<file path="config.mk">
export PLATFORM = sky130hd
export DESIGN_NAME = ivrp_ram
export DESIGN_NICKNAME = d
export VERILOG_FILES = /design/src/rtl/ivrp_ram.sv
export SDC_FILE = /design/constraint.sdc
export NUM_CORES = 2
export LEC_CHECK = 0
export BUFFER_PORTS_ARGS = -buffer_cell sky130_fd_sc_hd__buf_4
export CORE_UTILIZATION = 39
export CTS_BUF_LIST = sky130_fd_sc_hd__clkbuf_8
export CTS_CLUSTER_SIZE = 8
export DETAILED_ROUTE_END_ITERATION = 8
export REMOVE_ABC_BUFFERS = 1
export SYNTH_ARGS = -nofsm -noshare
export SYNTH_HDL_FRONTEND = slang
export SYNTH_SLANG_ARGS = --single-unit
export TNS_END_PERCENT = 5
</file>
<file path="constraint.sdc">
create_clock -name i_clk -period 2.6 [get_ports i_clk]
set_clock_uncertainty 0.15 [all_clocks]
set_input_delay 0.13 -clock i_clk [delete_from_list [all_inputs] [get_ports i_clk]]
set_output_delay 0.13 -clock i_clk [all_outputs]
set_load 0.03 [all_outputs]
</file>
<file path="src/rtl/ivrp_ram.sv">
// Generic single-port-write, single-port-read RAM with registered read.
// No dependencies.
module ivrp_ram #(
    parameter int WIDTH  = 8,
    parameter int DEPTH  = 256,
    parameter int ADDR_W = $clog2(DEPTH)
) (
    input  logic              i_clk,
    input  logic              i_we,
    input  logic [ADDR_W-1:0] i_waddr,
    input  logic [WIDTH-1:0]  i_wdata,
    input  logic              i_re,
    input  logic [ADDR_W-1:0] i_raddr,
    output logic [WIDTH-1:0]  o_rdata
);

    logic [WIDTH-1:0] r_mem [DEPTH];
    logic [WIDTH-1:0] r_q;

    always_ff @(posedge i_clk) begin
        if (i_we) begin
            r_mem[i_waddr] <= i_wdata;
        end
        if (i_re) begin
            r_q <= r_mem[i_raddr];
        end
    end

    assign o_rdata = r_q;

endmodule

</file>
* Yosys cells after proc, flatten, opt, wreduce, memory -nomap -nowiden *
Memory sizes are Yosys's and may differ from the RTL's. A register that Yosys moved wholly into a read port is not among the register bits.
Cells that the tools add are included.

word-level totals
  register bits = 0
  logic and storage cells = 3
  memory bits (writable) = 2,048
  memories kept = 1
  bits of input ports = 27

memory list
  name   depth  width  rd ports  clocked after Yosys merged registers in  write ports  RTL line  source
  r_mem  256    8      1         1                                        1            17        logic [WIDTH-1:0] r_mem [DEPTH];

cells by class
  multiplexer cells = 2

operator list
  cell    number
  $mux 1  2

* Depth between registers and ports, before layout *
  depth after elaboration = 2
  depth in mapped cells = 11
  mapped depth without buffers = 6

* Worst setup path after synthesis *
No wires, ideal clock.

  kind = in2reg
  start point = input i_raddr[0]
  end point = register r_q[2], in the netlist o_rdata[2], read port of r_mem, data pin
  stages on the path = 9
  arrival = 1.937 ns
  setup slack = 0.244 ns
  path through = buf_6 -> buf_12 -> buf_8 -> buf_2 -> mux4_2 -> a22oi_1 -> a21oi_1 -> nor4_1 -> nor4_2

RTL lines
  item                RTL line  source
  start: declaration  13        input logic [ADDR_W-1:0] i_raddr,
  end: declaration    18        logic [WIDTH-1:0] r_q;

==> metrics.md <==
| Metric | Value |
|---|---|
| Status | complete, but fails checks |
| Failing checks | setup timing |
| Clock Path Buffers | 4 |
| Site Rows | 165 |
| Critical Path RT | 3.22 ns |
| Power share of the clock group | 0.382 |
| Yosys top cell area share | 0.775 |
| Layout area overhead | 18.4% |
| Number of distinct library cells after synthesis | 54 |
| Slew headroom | 0.231 |
| H-Tree Depth | 5 |
| Register area share after synthesis | 0.775 |
| Worst setup SP type | flip-flop |
| Max-Cap Viols | 0 |
| Core ar. | 203000 um^2 |
| Initial antenna violation count | 13 |
| Crit share post-route | 1.01 |
| Worst path cell trace | mux4_2 -> mux4_2 -> nor2_2 -> a2111oi_1 -> nor3_2 -> nor4_1 |
| Final ANT Viol Nets | 0 |
| RSZ-0062 raised after global routing | true |
| Hpwl dp | 133 mm |
| Vias post-DR | 41500 |
| Final hold violation count | 0 |
| Commonest cells after routing, fill and taps aside | edfxtp_1 (2056), buf_4 (624), mux4_2 (454) |
| Cell taking the most area after synthesis | edfxtp_1 |
| Synth Cell Area | 79600 um^2 |
| DRT iter0 DRCs | 4301 |
| Synth area leaders | edfxtp_1 (78%), mux4_2 (13%), mux2i_1 (1.7%), nor2_1 (1.3%), a22oi_1 (1.3%) |
| Largest net degree at the start of global routing | 130 |
| Grt total ovfl | 0 |
| Predominant post-synthesis flop cell | edfxtp_1 |
| P_int | 50.7 mW |
| CTS sink cnt | 2056 |
| Commonest non-fill, non-tap cell in the layout | edfxtp_1 |
| GP Congestion | 0.849 |
| Filler cells | 16800 |
| Max Freq | 381 MHz |
| Setup ws final | -0.0239 ns |
| Routed len/inst | 28.1 um |
| TritonCTS clock tree | yes |
| Lkg Pwr | 30.9 nW |
| Worst setup path class | reg -> reg |
| Warnings from Yosys | 0 |
| Synthesized area per cell | 21.3 um^2 |
| Starting Density | 0.393 |
| PwrDens | 696 nW/um^2 |
| Vias in the first global route | 42700 |
| Register area | 61700 um^2 |
| Die height | 454 um |
| Sequential share of power | 0.558 |
| Post-Synthesis Cells | 3733 |
| Worst Tran Pin Value | 1.15 ns |
| Crit-path max FO | 1 |
| CP max-delay cell | mux4_2 |
| Multi-input gate area | 16600 um^2 |
| Post-synth EDFFs | 2056 |
| Synthesis-stage register bit count | 2056 |
| Critical Path End Type | flip-flop |
| Global-route wire length before repair | 302 mm |
| Layout cells sized above 1 | 0.328 |
| Final setup viols | 1 |
| I/O pins | 35 |
| Die area | 206000 um^2 |
| Pwr Total | 65.6 mW |
| Root Buffer | clkbuf_8 |
| Async SR Flop Fraction | 0 |
| DRC Markers | 0 |
| WL final | 211 mm |
| DP Cell Count | 6881 |
| Buffers & Inverters on Critical Path | 0 |
| Number of buffers created by CTS | 345 |
| GRT Util Overall | 0.205 |
| Reg clk slew, reported paths | 0.06 ns |
| Max VDD drop | 0.405 mV |
| PortBufs | 34 |
| Switch share | 0.227 |
| CP top delay family | multiplexers |
| P_sw | 14.9 mW |
| Non-Filler Instances | 7498 |
| First-pass DRT Iterations | 7 |
| Die extent in x | 454 um |
| Routed vias/inst | 5.54 |
| Nets | 4623 |
| Clock Latency Late Sink | 1.08 ns |
| Min cycle time layout | 2.62 ns |
| Arrival time worst endpoint | 3.25 ns |
| Comb power frac | 0.060 |
| CP dominant cell by count | mux4_2 |
| Hold Crit Class | in -> reg |
| Slowest Stage Delay on Critical Path | 0.53 ns |
| Fin. max-slew vios | 0 |
| Setup bufs post-CTS | 0 |
-- cell usage after synthesis, drive strengths merged (5+ instances only) --
library cell  count
nor4             27
o32ai             5
nor2b            31
a211oi           16
a22oi           133
mux2i           134
o211ai           10
nand4            10
o21ai            12
nor3             22
mux4            456
and2              6
o221ai           47
clkbuf          111
o22a              5
a2111oi           5
nor2            282
buf             122
a21oi            96
nand2b            8
a22o              8
nand2            33
o22ai            28
edfxtp         2056
a221oi           14
nand3            34
-- worst min-delay path, cell delays in order --
cell and delay, ns:
dlygate4sd3_1 0.57, buf_8 0.16, buf_12 0.18
-- sequential cells by signal, summed over array words and instances (netlist names) --
| name | flops |
|---|---|
| r_mem | 2048 |
| o_rdata | 8 |
-- metrics by stage --
| step | setup TNS [ns] | setup slack [ns] | area (um^2) | hold WS [ns] | util |
|---|---|---|---|---|---|
| 6_report | -0.0239 | -0.0239 | 94300 | 0.0778 | 0.465 |
| 5_1_grt | -0.247 | -0.0564 | 94200 | 0.0423 | 0.465 |
| 4_1_cts | -0.216 | -0.0931 | 94200 | 0.000539 | 0.465 |
| 3_5_place_dp | -6.52 | -1.14 | 87900 | 0.307 | 0.434 |
| 3_3_place_gp | -7.56 | -1.28 | 87900 | 0.297 | 0.434 |
| 2_1_floorplan | -1.08 | -0.173 | 78200 | 0.0789 | - |
-- metal layers --
layer,GRT usage,wire length (um),vias to the layer above
met5,0,0,-
met4,0.0676,5990,0
met3,0.0381,14900,364
met2,0.336,104000,1722
met1,0.275,85900,22000
li1,-,-,17500
-- worst paths after layout --
path,from,end,slack [ns],cells after the start
worst max-delay path,r_mem[132][1],o_rdata[1],-0.02,6
worst min-delay path,i_wdata[5],r_mem[220][5],0.08,3
worst max register to register,r_mem[132][1],o_rdata[1],-0.02,6
worst min register to register,r_mem[48][2],o_rdata[2],1.02,6
-- logic make-up after synthesis --
family                 after synthesis  synth area share
multiplexers                       591             0.146
AO/OA/AOI/OAI                      385            0.0342
buffers and inverters              235            0.0183
AND/OR/NAND/NOR                    466            0.0263
flip-flops                        2056             0.775
-- power groups by stage --
stage                     clock network [mW]  logic (mW)  registers [mW]
after CTS                               25.6        3.96            36.6
final                                   25.1        3.94            36.6
after detailed placement                   0        3.87            37.3
after floorplan                            0        1.28            37.3
after global placement                     0        3.82            37.3
after global routing                    27.0        4.14            36.6
-- what timing repair did --
| action | in CTS | in global routing |
|---|---|---|
| endpoints found under the hold margin | 4038 | 0 |
| endpoints found under the setup margin | 7 | 7 |
| hold buffers | 40 | 0 |
| pin swaps | 0 | 3 |
| gates resized for setup | 15 | 8 |
-- cell type report --
cell class,count,area share
inverter,2,0.0000796
multi-input combinational,1442,0.176
sequential,2056,0.655
antenna,7,0.000186
clock buffer,350,0.0511
clock inverter,220,0.0101
tap,2672,0.0355
timing repair buffer,749,0.0717
No activity file was read; power rests on OpenSTA's default activity.
