File: config.mk
export PLATFORM = sky130hd
export DESIGN_NAME = ivrp_regs
export DESIGN_NICKNAME = d
export VERILOG_FILES = /design/src/rtl/ivrp_pkg.sv /design/src/rtl/ivrp_ram.sv /design/src/rtl/ivrp_regs.sv
export SDC_FILE = /design/constraint.sdc
export NUM_CORES = 1
export LEC_CHECK = 0
export BUFFER_PORTS_ARGS = -buffer_cell sky130_fd_sc_hd__clkbuf_2
export CAP_MARGIN = 20
export CORE_MARGIN = 4
export CORE_UTILIZATION = 45
export CTS_BUF_LIST = sky130_fd_sc_hd__clkbuf_8
export DETAILED_ROUTE_END_ITERATION = 8
export PLACE_DENSITY = 0.67
export SETUP_SLACK_MARGIN = 0.1
export SYNTH_ARGS = -nofsm -noshare
export SYNTH_HDL_FRONTEND = slang
export SYNTH_HIERARCHICAL = 1
export SYNTH_SLANG_ARGS = --single-unit
File: constraint.sdc
create_clock -name i_clk -period 1.9 [get_ports i_clk]
set_clock_uncertainty 0.15 [all_clocks]
set_input_delay 0.095 -clock i_clk [delete_from_list [all_inputs] [get_ports i_clk]]
set_output_delay 0.095 -clock i_clk [all_outputs]
set_load 0.01 [all_outputs]
File: src/rtl/ivrp_pkg.sv
// Package for the indirect video RAM port with fill.
// Holds widths, register numbers, command codes and the state type.
// No dependencies.
package ivrp_pkg;

    localparam int VRAM_ADDR_BITS_DEF = 16;
    localparam int REGISTER_COUNT_DEF = 37;
    localparam int MAX_FILL_BLOCK_DEF = 255;

    localparam int CMD_W   = 2;
    localparam int BYTE_W  = 8;
    localparam int SEL_W   = 6;
    localparam int UADDR_W = 16;

    localparam logic [SEL_W-1:0] REG_ADDR_HI = 6'd18;
    localparam logic [SEL_W-1:0] REG_ADDR_LO = 6'd19;
    localparam logic [SEL_W-1:0] REG_MODE    = 6'd24;
    localparam logic [SEL_W-1:0] REG_COUNT   = 6'd30;
    localparam logic [SEL_W-1:0] REG_DATA    = 6'd31;

    localparam int MODE_COPY_POS = 7;

    localparam logic [BYTE_W-1:0] STATUS_READY = 8'h80;
    localparam logic [BYTE_W-1:0] UNIMPL_READ  = 8'hFF;

    typedef enum logic [CMD_W-1:0] {
        CMD_WR_ADDR   = 2'd0,
        CMD_RD_STATUS = 2'd1,
        CMD_WR_DATA   = 2'd2,
        CMD_RD_DATA   = 2'd3
    } t_cmd;

    typedef enum logic [1:0] {
        ST_IDLE,
        ST_READ,
        ST_FILL
    } t_state;

    typedef struct packed {
        logic              we;
        logic              re;
        logic [SEL_W-1:0]  addr;
        logic [BYTE_W-1:0] wdata;
    } t_reg_req;

endpackage

File: src/rtl/ivrp_ram.sv
// Generic single-port-write, single-port-read RAM with registered read.
// No dependencies.
module ivrp_ram #(
    parameter int WIDTH  = 8,
    parameter int DEPTH  = 256,
    parameter int ADDR_W = $clog2(DEPTH)
) (
    input  logic              i_clk,
    input  logic              i_we,
    input  logic [ADDR_W-1:0] i_waddr,
    input  logic [WIDTH-1:0]  i_wdata,
    input  logic              i_re,
    input  logic [ADDR_W-1:0] i_raddr,
    output logic [WIDTH-1:0]  o_rdata
);

    logic [WIDTH-1:0] r_mem [DEPTH];
    logic [WIDTH-1:0] r_q;

    always_ff @(posedge i_clk) begin
        if (i_we) begin
            r_mem[i_waddr] <= i_wdata;
        end
        if (i_re) begin
            r_q <= r_mem[i_raddr];
        end
    end

    assign o_rdata = r_q;

endmodule

File: src/rtl/ivrp_regs.sv
// Internal register file: RAM plus per-entry valid bits so entries read zero after reset.
// Depends on ivrp_pkg and ivrp_ram.
module ivrp_regs import ivrp_pkg::*; #(
    parameter int REGISTER_COUNT = REGISTER_COUNT_DEF
) (
    input  logic              i_clk,
    input  logic              i_rst_n,
    input  t_reg_req          i_req,
    output logic [BYTE_W-1:0] o_rdata
);

    localparam int RIDX_W = $clog2(REGISTER_COUNT);

    logic [REGISTER_COUNT-1:0] r_valid;
    logic                      r_rvalid;
    logic [RIDX_W-1:0]         w_idx;
    logic [BYTE_W-1:0]         w_q;

    assign w_idx = i_req.addr[RIDX_W-1:0];

    ivrp_ram #(
        .WIDTH (BYTE_W),
        .DEPTH (REGISTER_COUNT)
    ) u_ram (
        .i_clk   (i_clk),
        .i_we    (i_req.we),
        .i_waddr (w_idx),
        .i_wdata (i_req.wdata),
        .i_re    (i_req.re),
        .i_raddr (w_idx),
        .o_rdata (w_q)
    );

    always_ff @(posedge i_clk) begin
        if (!i_rst_n) begin
            r_valid  <= '0;
            r_rvalid <= 1'b0;
        end else begin
            if (i_req.we) begin
                r_valid[w_idx] <= 1'b1;
            end
            if (i_req.re) begin
                r_rvalid <= r_valid[w_idx];
            end
        end
    end

    assign o_rdata = r_rvalid ? w_q : '0;

endmodule

======== Word level (Yosys, flattened, before mapping) ========
Memories as Yosys holds them, arrays and structs flattened. A register that Yosys moved wholly into a read port is not among the register bits.
Cells that the tools add are included.
W data, S select, Z words.
cells by class
  multiplexer cells ....................... 7
  $lt $le $gt $ge ......................... 2
  reduce and logical (&&, ||, !) cells .... 1
  bitwise operators ....................... 1
operators with widths
  operator              count
  $or A37 B37 Y37       1
  $mux W8               1
  $lt A6 B7 Y1 const B  1
  $bmux W1 S6           1
  $demux W1 S6          1
  $ge A6 B1 Y1 const B  1
  $mux W1               4
  $logic_and A1 B1 Y1   1
storage, ports and cells
  memory bits (writable) .................. 296
  register bits ........................... 38
  input port bits ......................... 18
  logic and storage cells ................. 14
  memories ................................ 1
memory list
  name         depth  bits a word  rd ports  clocked after Yosys merged registers in  write ports  line            source
  u_ram.r_mem  37     8            1         1                                        1            ivrp_ram.sv:17  logic [WIDTH-1:0] r_mem [DEPTH];

======== Logic depth before layout (Yosys ltp) ========
Gate-level depths: netlist of the first run.
  word-level depth ........................ 5
  depth in mapped cells ................... 7
  depth with buffers taken out ............ 5

======== Modules after synthesis ========
Netlist of the first run, hierarchy kept.
modules (own cells, without submodules)
  module     seq. area each (um^2)  instances  area an instance (um^2)  cells each
  ivrp_ram   9128.8                 1          12119.1                  659
  ivrp_regs  760.7                  1          1814.2                   201

======== Worst setup path after synthesis of the first run ========
Ideal clock, no wire load.
  path kind ............................... input-to-reg
  from .................................... input i_req[9] in the netlist's numbering
  to ...................................... register u_ram.r_q[0], in the netlist u_ram/o_rdata[0], read port of u_ram.r_mem (data pin)
  cell stages on the path ................. 7
  setup slack ............................. 0.185 ns
  library setup time ...................... 0.272 ns
  data arrival time ....................... 1.294 ns
  cells stage by stage .................... buf_4 nor2b_2 buf_2 clkbuf_1 a22oi_1 a21oi_1 o41ai_2
RTL lines
  item         line            source
  from (decl)  ivrp_regs.sv:8  input t_reg_req i_req,
  to (decl)    ivrp_ram.sv:18  logic [WIDTH-1:0] r_q;

==> impl_metrics.toml, run 1 <==
[status]
status = "finished, final reports clean"

[routing]
drc = 0
via_per_inst = 5.49
drt_iter0_drc = 708
drt_first_pass_iters = 5
drt-total-wl_mm = 31.5
ant_nets = 0
wl_per_cell_um = 21.6
route.vias.total = 7993

[setup_path]
rrSetupSlack_ns = 0.19
path_class = "reg -> reg"
start_kind = "flop"
crit_path_end_kind = "flop"
arrival_ns = 1.87
r2r_end = "u_ram/o_rdata[5]$_DFFE_PP_"
r2r_cells = 4
max_stage_delay_ns = 0.47
crit_path_end = "u_ram/o_rdata[5]$_DFFE_PP_"
cp_max_fo = 1
timing.critical_path.cells = "mux4_2 > mux2_2 > nand2_1 > o41ai_2"
rr_startpoint = "u_ram/r_mem[32][5]$_DFFE_PP_"
critPathRequiredTime_ns = 2.06
slowest_stage = "mux4_2"
critPathLaunch = "u_ram/r_mem[32][5]$_DFFE_PP_"

[sta]
worstMarginPinSlew_ns = 0.537
whs_ns = 0.0687
fin_crit_ns = 1.71
rsz0062_at_grt = "false"
finalSetupTns_ns = 0
finalSetupViolCount = 0
hold_violations = 0
period_share = 0.901
clock.fmax_mhz = 584
slew_headroom = 0.642
slew_viol_final = 0

[cts]
root_buffer = "clkbuf_8"
htree_num_levels = 2
cts_sinks = 342
cts_buffer_depth = 3
clk_pin_slew_ns = 0.06
cts-buffers-inserted = 54
cts_setup_buffers = 0
cts_tree = "done"
insertion_delay_ns = 0.58

[yosys]
synth-edff-count = 304
synth_seq_area_share = 0.710
async_flop_share = 0
avgSynthCellArea_sq_um = 16.2
yosysUniqueCellTypes = 47
syn_nets = 878
synth_ff_type = "edfxtp_1"
synthesis.area_sq_um = 13900
ys_warn_count = 6
netlist_instances = 860
ys_ff_latch = 342

[hold_path]
hp-class = "in -> reg"
holdPathStages = 5

[pwr]
power.density_nw_per_um2 = 917
peakVddDrop_mv = 0.567
p_leak_nw = 5.94

[place]
post_dp_cell_area_sq_um = 15300
port_buffers = 25
dp.cells = 1349
dp_hpwl_mm = 20.4
place_congestion = 0.850

[job]
drv_cap = 0

[layout]
fillers = 2497
fin_cells = 1457
syn_to_final_growth_pct = 18.1
register_area_sq_um = 9890
fin_nets = 1039
drive_above_1_share = 0.253
final_cell_area_sq_um = 16500
multi_input_area_sq_um = 3760

[floorplan]
die_h_um = 184
dieArea_sq_um = 33800
initial_core_util = 0.455
num_rows = 64
die_w_um = 184
ioPinCount = 26
core_sq_um = 30600

[grt]
grt_pass1_wl_mm = 48.2
grt_remaining_overflow = 0
grt_max_degree = 38
grt_pass1_vias = 7984
antenna_found_initial = 0
grt_usage = 0.187
-- cells in the mapped netlist, types with 2 or more instances --
cell type / instances / share of area
a21oi_1: 41 / 0.015
a221oi_1: 10 / 0.0063
a221oi_2: 8 / 0.0086
a22o_1: 16 / 0.010
a22oi_1: 36 / 0.019
a31oi_1: 2 / 0.00090
and2_1: 9 / 0.0040
and3_1: 3 / 0.0013
buf_1: 4 / 0.0011
buf_2: 9 / 0.0032
buf_4: 13 / 0.0070
buf_6: 4 / 0.0032
buf_8: 3 / 0.0032
clkbuf_1: 17 / 0.0046
dfxtp_1: 38 / 0.055
edfxtp_1: 304 / 0.66
mux2_2: 12 / 0.0097
mux2i_1: 134 / 0.096
mux4_2: 9 / 0.015
nand2_1: 19 / 0.0051
nand2b_1: 7 / 0.0031
nand3_1: 7 / 0.0025
nand3b_1: 3 / 0.0016
nand4_1: 4 / 0.0018
nand4b_1: 3 / 0.0019
nor2_1: 55 / 0.015
nor2b_1: 33 / 0.015
nor3_1: 3 / 0.0011
nor3b_1: 4 / 0.0022
o21a_1: 16 / 0.0086
o21ai_0: 2 / 0.00072
o22ai_1: 9 / 0.0040
o41ai_2: 8 / 0.0093
or3_1: 2 / 0.00090
-- power breakdown --
| group | leakage [nW] | internal [W] | switching, W | total [W] |
|---|---|---|---|---|
| Sequential | 3.05 | 0.00825 | 0.0000229 | 0.00827 |
| Combinational | 2.30 | 0.000420 | 0.000598 | 0.00102 |
| Clock | 0.590 | 0.00309 | 0.00271 | 0.00580 |
-- layout make-up --
type / count / area share
Antenna cell: 1 / 0.000152
Timing Repair Buffer: 156 / 0.0796
Sequential cell: 342 / 0.601
Multi-Input combinational cell: 467 / 0.228
Clock inverter: 40 / 0.0151
Tap cell: 396 / 0.0301
Clock buffer: 55 / 0.0460
-- layout by cell type, fill, tap and decap left out, drive strengths merged, types with 8 or more instances in the layout --
cell	n
buf	119
o22ai	9
o41ai	8
mux4	9
clkinv	16
mux2	12
nor2	55
a21oi	42
and2	9
a22o	16
o21a	16
dlygate4sd3	12
nand2	19
clkbuf	80
inv	20
dfxtp	38
edfxtp	304
a221oi	18
nor2b	34
a22oi	36
mux2i	134
-- worst min-delay path by stage --
stage               slack (ns)                           to                     start
detailed placement        0.30     r_valid[31]$_SDFFE_PN0P_  r_valid[31]$_SDFFE_PN0P_
global route              0.08     r_valid[21]$_SDFFE_PN0P_                 i_req[10]
finish                    0.07     r_valid[21]$_SDFFE_PN0P_                 i_req[10]
CTS                       0.02     r_valid[21]$_SDFFE_PN0P_                 i_req[10]
floorplan                 0.04  u_ram/r_mem[0][0]$_DFFE_PP_                  i_req[0]
global placement          0.29      r_valid[7]$_SDFFE_PN0P_   r_valid[7]$_SDFFE_PN0P_
-- critical path, delay by kind of cell (launching register included) --
kind	cells	cell delay (ns)
AOI/OAI and AO/OA	1	0.08
muxes	2	0.76
and+or+nand+nor	1	0.10
DFF	1	0.37
-- stage by stage --
step | setup WS [ns] | util | total power (W)
floorplan | 0.185 | - | 0.00896
global placement | -0.0527 | 0.500 | 0.00940
detailed placement | -0.0997 | 0.500 | 0.00942
CTS | 0.100 | 0.537 | 0.0152
global route | 0.109 | 0.538 | 0.0157
finish | 0.188 | 0.538 | 0.0151
-- sequential cells by signal, indices dropped and copies added (netlist names) --
signal,flops
u_ram/r_mem,296
r_valid,37
u_ram/o_rdata,8
r_rvalid,1
-- cells by family after synthesis --
logic type,share of synthesized area
buffers and inverters,0.0238
AOI/OAI and AO/OA,0.0845
muxes,0.121
and+or+nand+nor,0.0614
DFF,0.710
-- routing by layer --
| metal | wire length (um) | vias to the layer above | GRT usage |
|---|---|---|---|
| met5 | 0 | - | 0 |
| met4 | 687 | 0 | 0.0524 |
| met3 | 1710 | 55 | 0.0277 |
| met2 | 14700 | 232 | 0.293 |
| met1 | 14400 | 4004 | 0.274 |
| li1 | - | 3702 | - |
-- what timing repair did --
item / 4_1_cts / 5_1_grt
hold buffers: 12 / 0
endpoints found under the setup margin: 1 / 8
gates resized for setup: 1 / 7
pin swaps: 0 / 2
gates cloned: 0 / 0
hold endpoints to repair: 271 / 0
Power figures use the tool's default switching activity.
==> run 2: changes to the inputs <==
--- a/config.mk
+++ b/config.mk
@@ -12,7 +12,7 @@
 export CTS_BUF_LIST = sky130_fd_sc_hd__clkbuf_8
 export DETAILED_ROUTE_END_ITERATION = 8
 export PLACE_DENSITY = 0.67
-export SETUP_SLACK_MARGIN = 0.1
+export SETUP_SLACK_MARGIN = 0.3
 export SYNTH_ARGS = -nofsm -noshare
 export SYNTH_HDL_FRONTEND = slang
 export SYNTH_HIERARCHICAL = 1
==> constraint.sdc (replaced) <==
create_clock -name i_clk -period 1.6 [get_ports i_clk]
set_clock_uncertainty 0.15 [all_clocks]
set_input_delay 0.08 -clock i_clk [delete_from_list [all_inputs] [get_ports i_clk]]
set_output_delay 0.08 -clock i_clk [all_outputs]
set_load 0.01 [all_outputs]
==> run 2 against run 1 <==
The flow now finishes with violations (setup timing). Highest routed layer unchanged. Via count grew 1.5%. Sequential power grew 19%. Register-to-register slack lost 0.33 ns. Hold slack lost 0.030 ns. Critical endpoint is now u_ram/o_rdata[0]$_DFFE_PP_. First-iteration DRC count is the same. Fmax shrank 1.8%. Die area is the same. Count of clock-buffer cells in the layout grew 4. Critical path depth is the same. Global-route usage grew 0.50 points. Combinational power grew 33%. Clock power grew 23%.
==> impl_metrics.toml, run 2 (synthesis gave the netlist of run 1 again) <==
[status]
status = "complete, but fails checks"
violations = "setup timing"

[layout]
diodes = 0
fin_nets = 1056
drive_above_1_share = 0.325
layout_commonest_cell = "edfxtp_1"
final_cell_mix = "edfxtp_1 (304), mux2i_1 (134), buf_4 (104)"
syn_to_final_growth_pct = 24.1
regMostFlops = "u_ram/r_mem"
largest_reg_flops = 296

[sta]
period_share = 1.09
worstMarginPinSlew_ns = 0.551
clock.fmax_mhz = 574
finalSetupTns_ns = -0.895
whs_ns = 0.0382
finalSetupViolCount = 8
slew_headroom = 0.632
slew_viol_final = 0
hold_violations = 0
rsz0062_at_grt = "true"
setup_slack_ns = -0.144
fin_crit_ns = 1.74

[setup_path]
critPathLaunch = "u_ram/r_mem[35][0]$_DFFE_PP_"
r2r_cells = 4
crit_path_end_kind = "flop"
critPathRequiredTime_ns = 1.75
start_kind = "flop"
path_class = "reg -> reg"
rr_startpoint = "u_ram/r_mem[35][0]$_DFFE_PP_"
r2r_end = "u_ram/o_rdata[0]$_DFFE_PP_"
cp_max_fo = 1
arrival_ns = 1.89
rrSetupSlack_ns = -0.14

[routing]
route.vias.total = 8110
wl_per_cell_um = 21.6
drt-total-wl_mm = 31.8
drt_first_pass_iters = 5
drt_iter0_drc = 708
via_per_inst = 5.49
drc = 0
ant_nets = 0

[grt]
antenna_found_initial = 0
grt_usage = 0.191
grt_pass1_wl_mm = 49.7
grt_remaining_overflow = 0
grt_pass1_vias = 8286
grt_max_degree = 38

[cts]
insertion_delay_ns = 0.58
cts_sinks = 342
htree_num_levels = 2
cts_buffer_depth = 3
clk_pin_slew_ns = 0.06
cts_tree = "done"
root_buffer = "clkbuf_8"
cts-buffers-inserted = 55

[pwr]
peakVddDrop_mv = 0.784
p_leak_nw = 6.17
power.density_nw_per_um2 = 1060

[place]
dp_hpwl_mm = 21.0
port_buffers = 25
place_congestion = 0.848

[floorplan]
core_sq_um = 30600
die_w_um = 184
initial_core_util = 0.455
dieArea_sq_um = 33800
ioPinCount = 26
die_h_um = 184
num_rows = 64

[hold_path]
whs_endpoint = "r_valid[15]$_SDFFE_PN0P_"
holdPathStages = 5
worstHoldStart = "i_req[15]"
hp-class = "in -> reg"

[job]
drv_cap = 0
[run 2: changes by cell type in the layout (fill, tap and decap cells not counted), sizes merged]
| cell | previous run | this run |
|---|---|---|
| inv | 20 | 17 |
| clkbuf | 80 | 76 |
| diode | 1 | 0 |
| clkinv | 16 | 20 |
| dlygate4sd3 | 12 | 11 |
| buf | 119 | 144 |
[run 2: metal layers]
layer / GRT usage / wire length (um) / up-vias
met1: 0.291 / 15200 / 4085
met3: 0.0330 / 1590 / 49
li1: - / - / 3760
met4: 0.0497 / 645 / 0
met5: 0 / 0 / -
met2: 0.288 / 14400 / 216
[run 2: worst max-delay path by stage]
| stage | to | slack (ns) |
|---|---|---|
| floorplan | u_ram/o_rdata[7]$_DFFE_PP_ | -0.03 |
| global placement | u_ram/o_rdata[0]$_DFFE_PP_ | -0.47 |
| detailed placement | u_ram/o_rdata[1]$_DFFE_PP_ | -0.48 |
| CTS | u_ram/o_rdata[0]$_DFFE_PP_ | -0.16 |
| global route | u_ram/o_rdata[0]$_DFFE_PP_ | -0.20 |
| finish | u_ram/o_rdata[0]$_DFFE_PP_ | -0.14 |
[run 2: cell type report]
| cell class | count | area, sq um |
|---|---|---|
| multi-input cells | 467 | 4130 |
| well taps | 396 | 495 |
| repair buffers | 172 | 1700 |
| clock buffers | 59 | 812 |
| fillers | 2410 | 13300 |
| clock inverters | 41 | 254 |
| flip-flops and latches | 342 | 9890 |
[run 2: worst max-delay path: stages (launching register included)]
cell      delay [ns]
edfxtp_1        0.37
mux4_2          0.52
mux2_4          0.30
nand2_2         0.07
o41ai_2         0.05
[run 2: through the flow]
stage / instances / total power (W) / instance area, sq um / worst slack, ns / utilization
global route: 1477 / 0.0190 / 17300 / -0.195 / 0.565
global placement: 1362 / 0.0113 / 15800 / -0.469 / 0.518
detailed placement: 1362 / 0.0113 / 15800 / -0.478 / 0.518
CTS: 1477 / 0.0185 / 17100 / -0.156 / 0.560
finish: 1477 / 0.0183 / 17300 / -0.144 / 0.565
floorplan: 860 / 0.0107 / 14200 / -0.0252 / -
[run 2: timing repair]
item | in CTS | in global routing
hold endpoints to repair | 290 | 0
setup buffers | 4 | 0
endpoints found under the setup margin | 18 | 113
pin swaps | 8 | 15
hold buffers | 11 | 0
cloned | 0 | 0
gates resized for setup | 21 | 42
[run 2: report_power, final]
group          internal [W]  switching, W  leakage, nW
Sequential          0.00980     0.0000345         3.05
Combinational      0.000583      0.000773         2.51
Clock               0.00389       0.00326        0.608
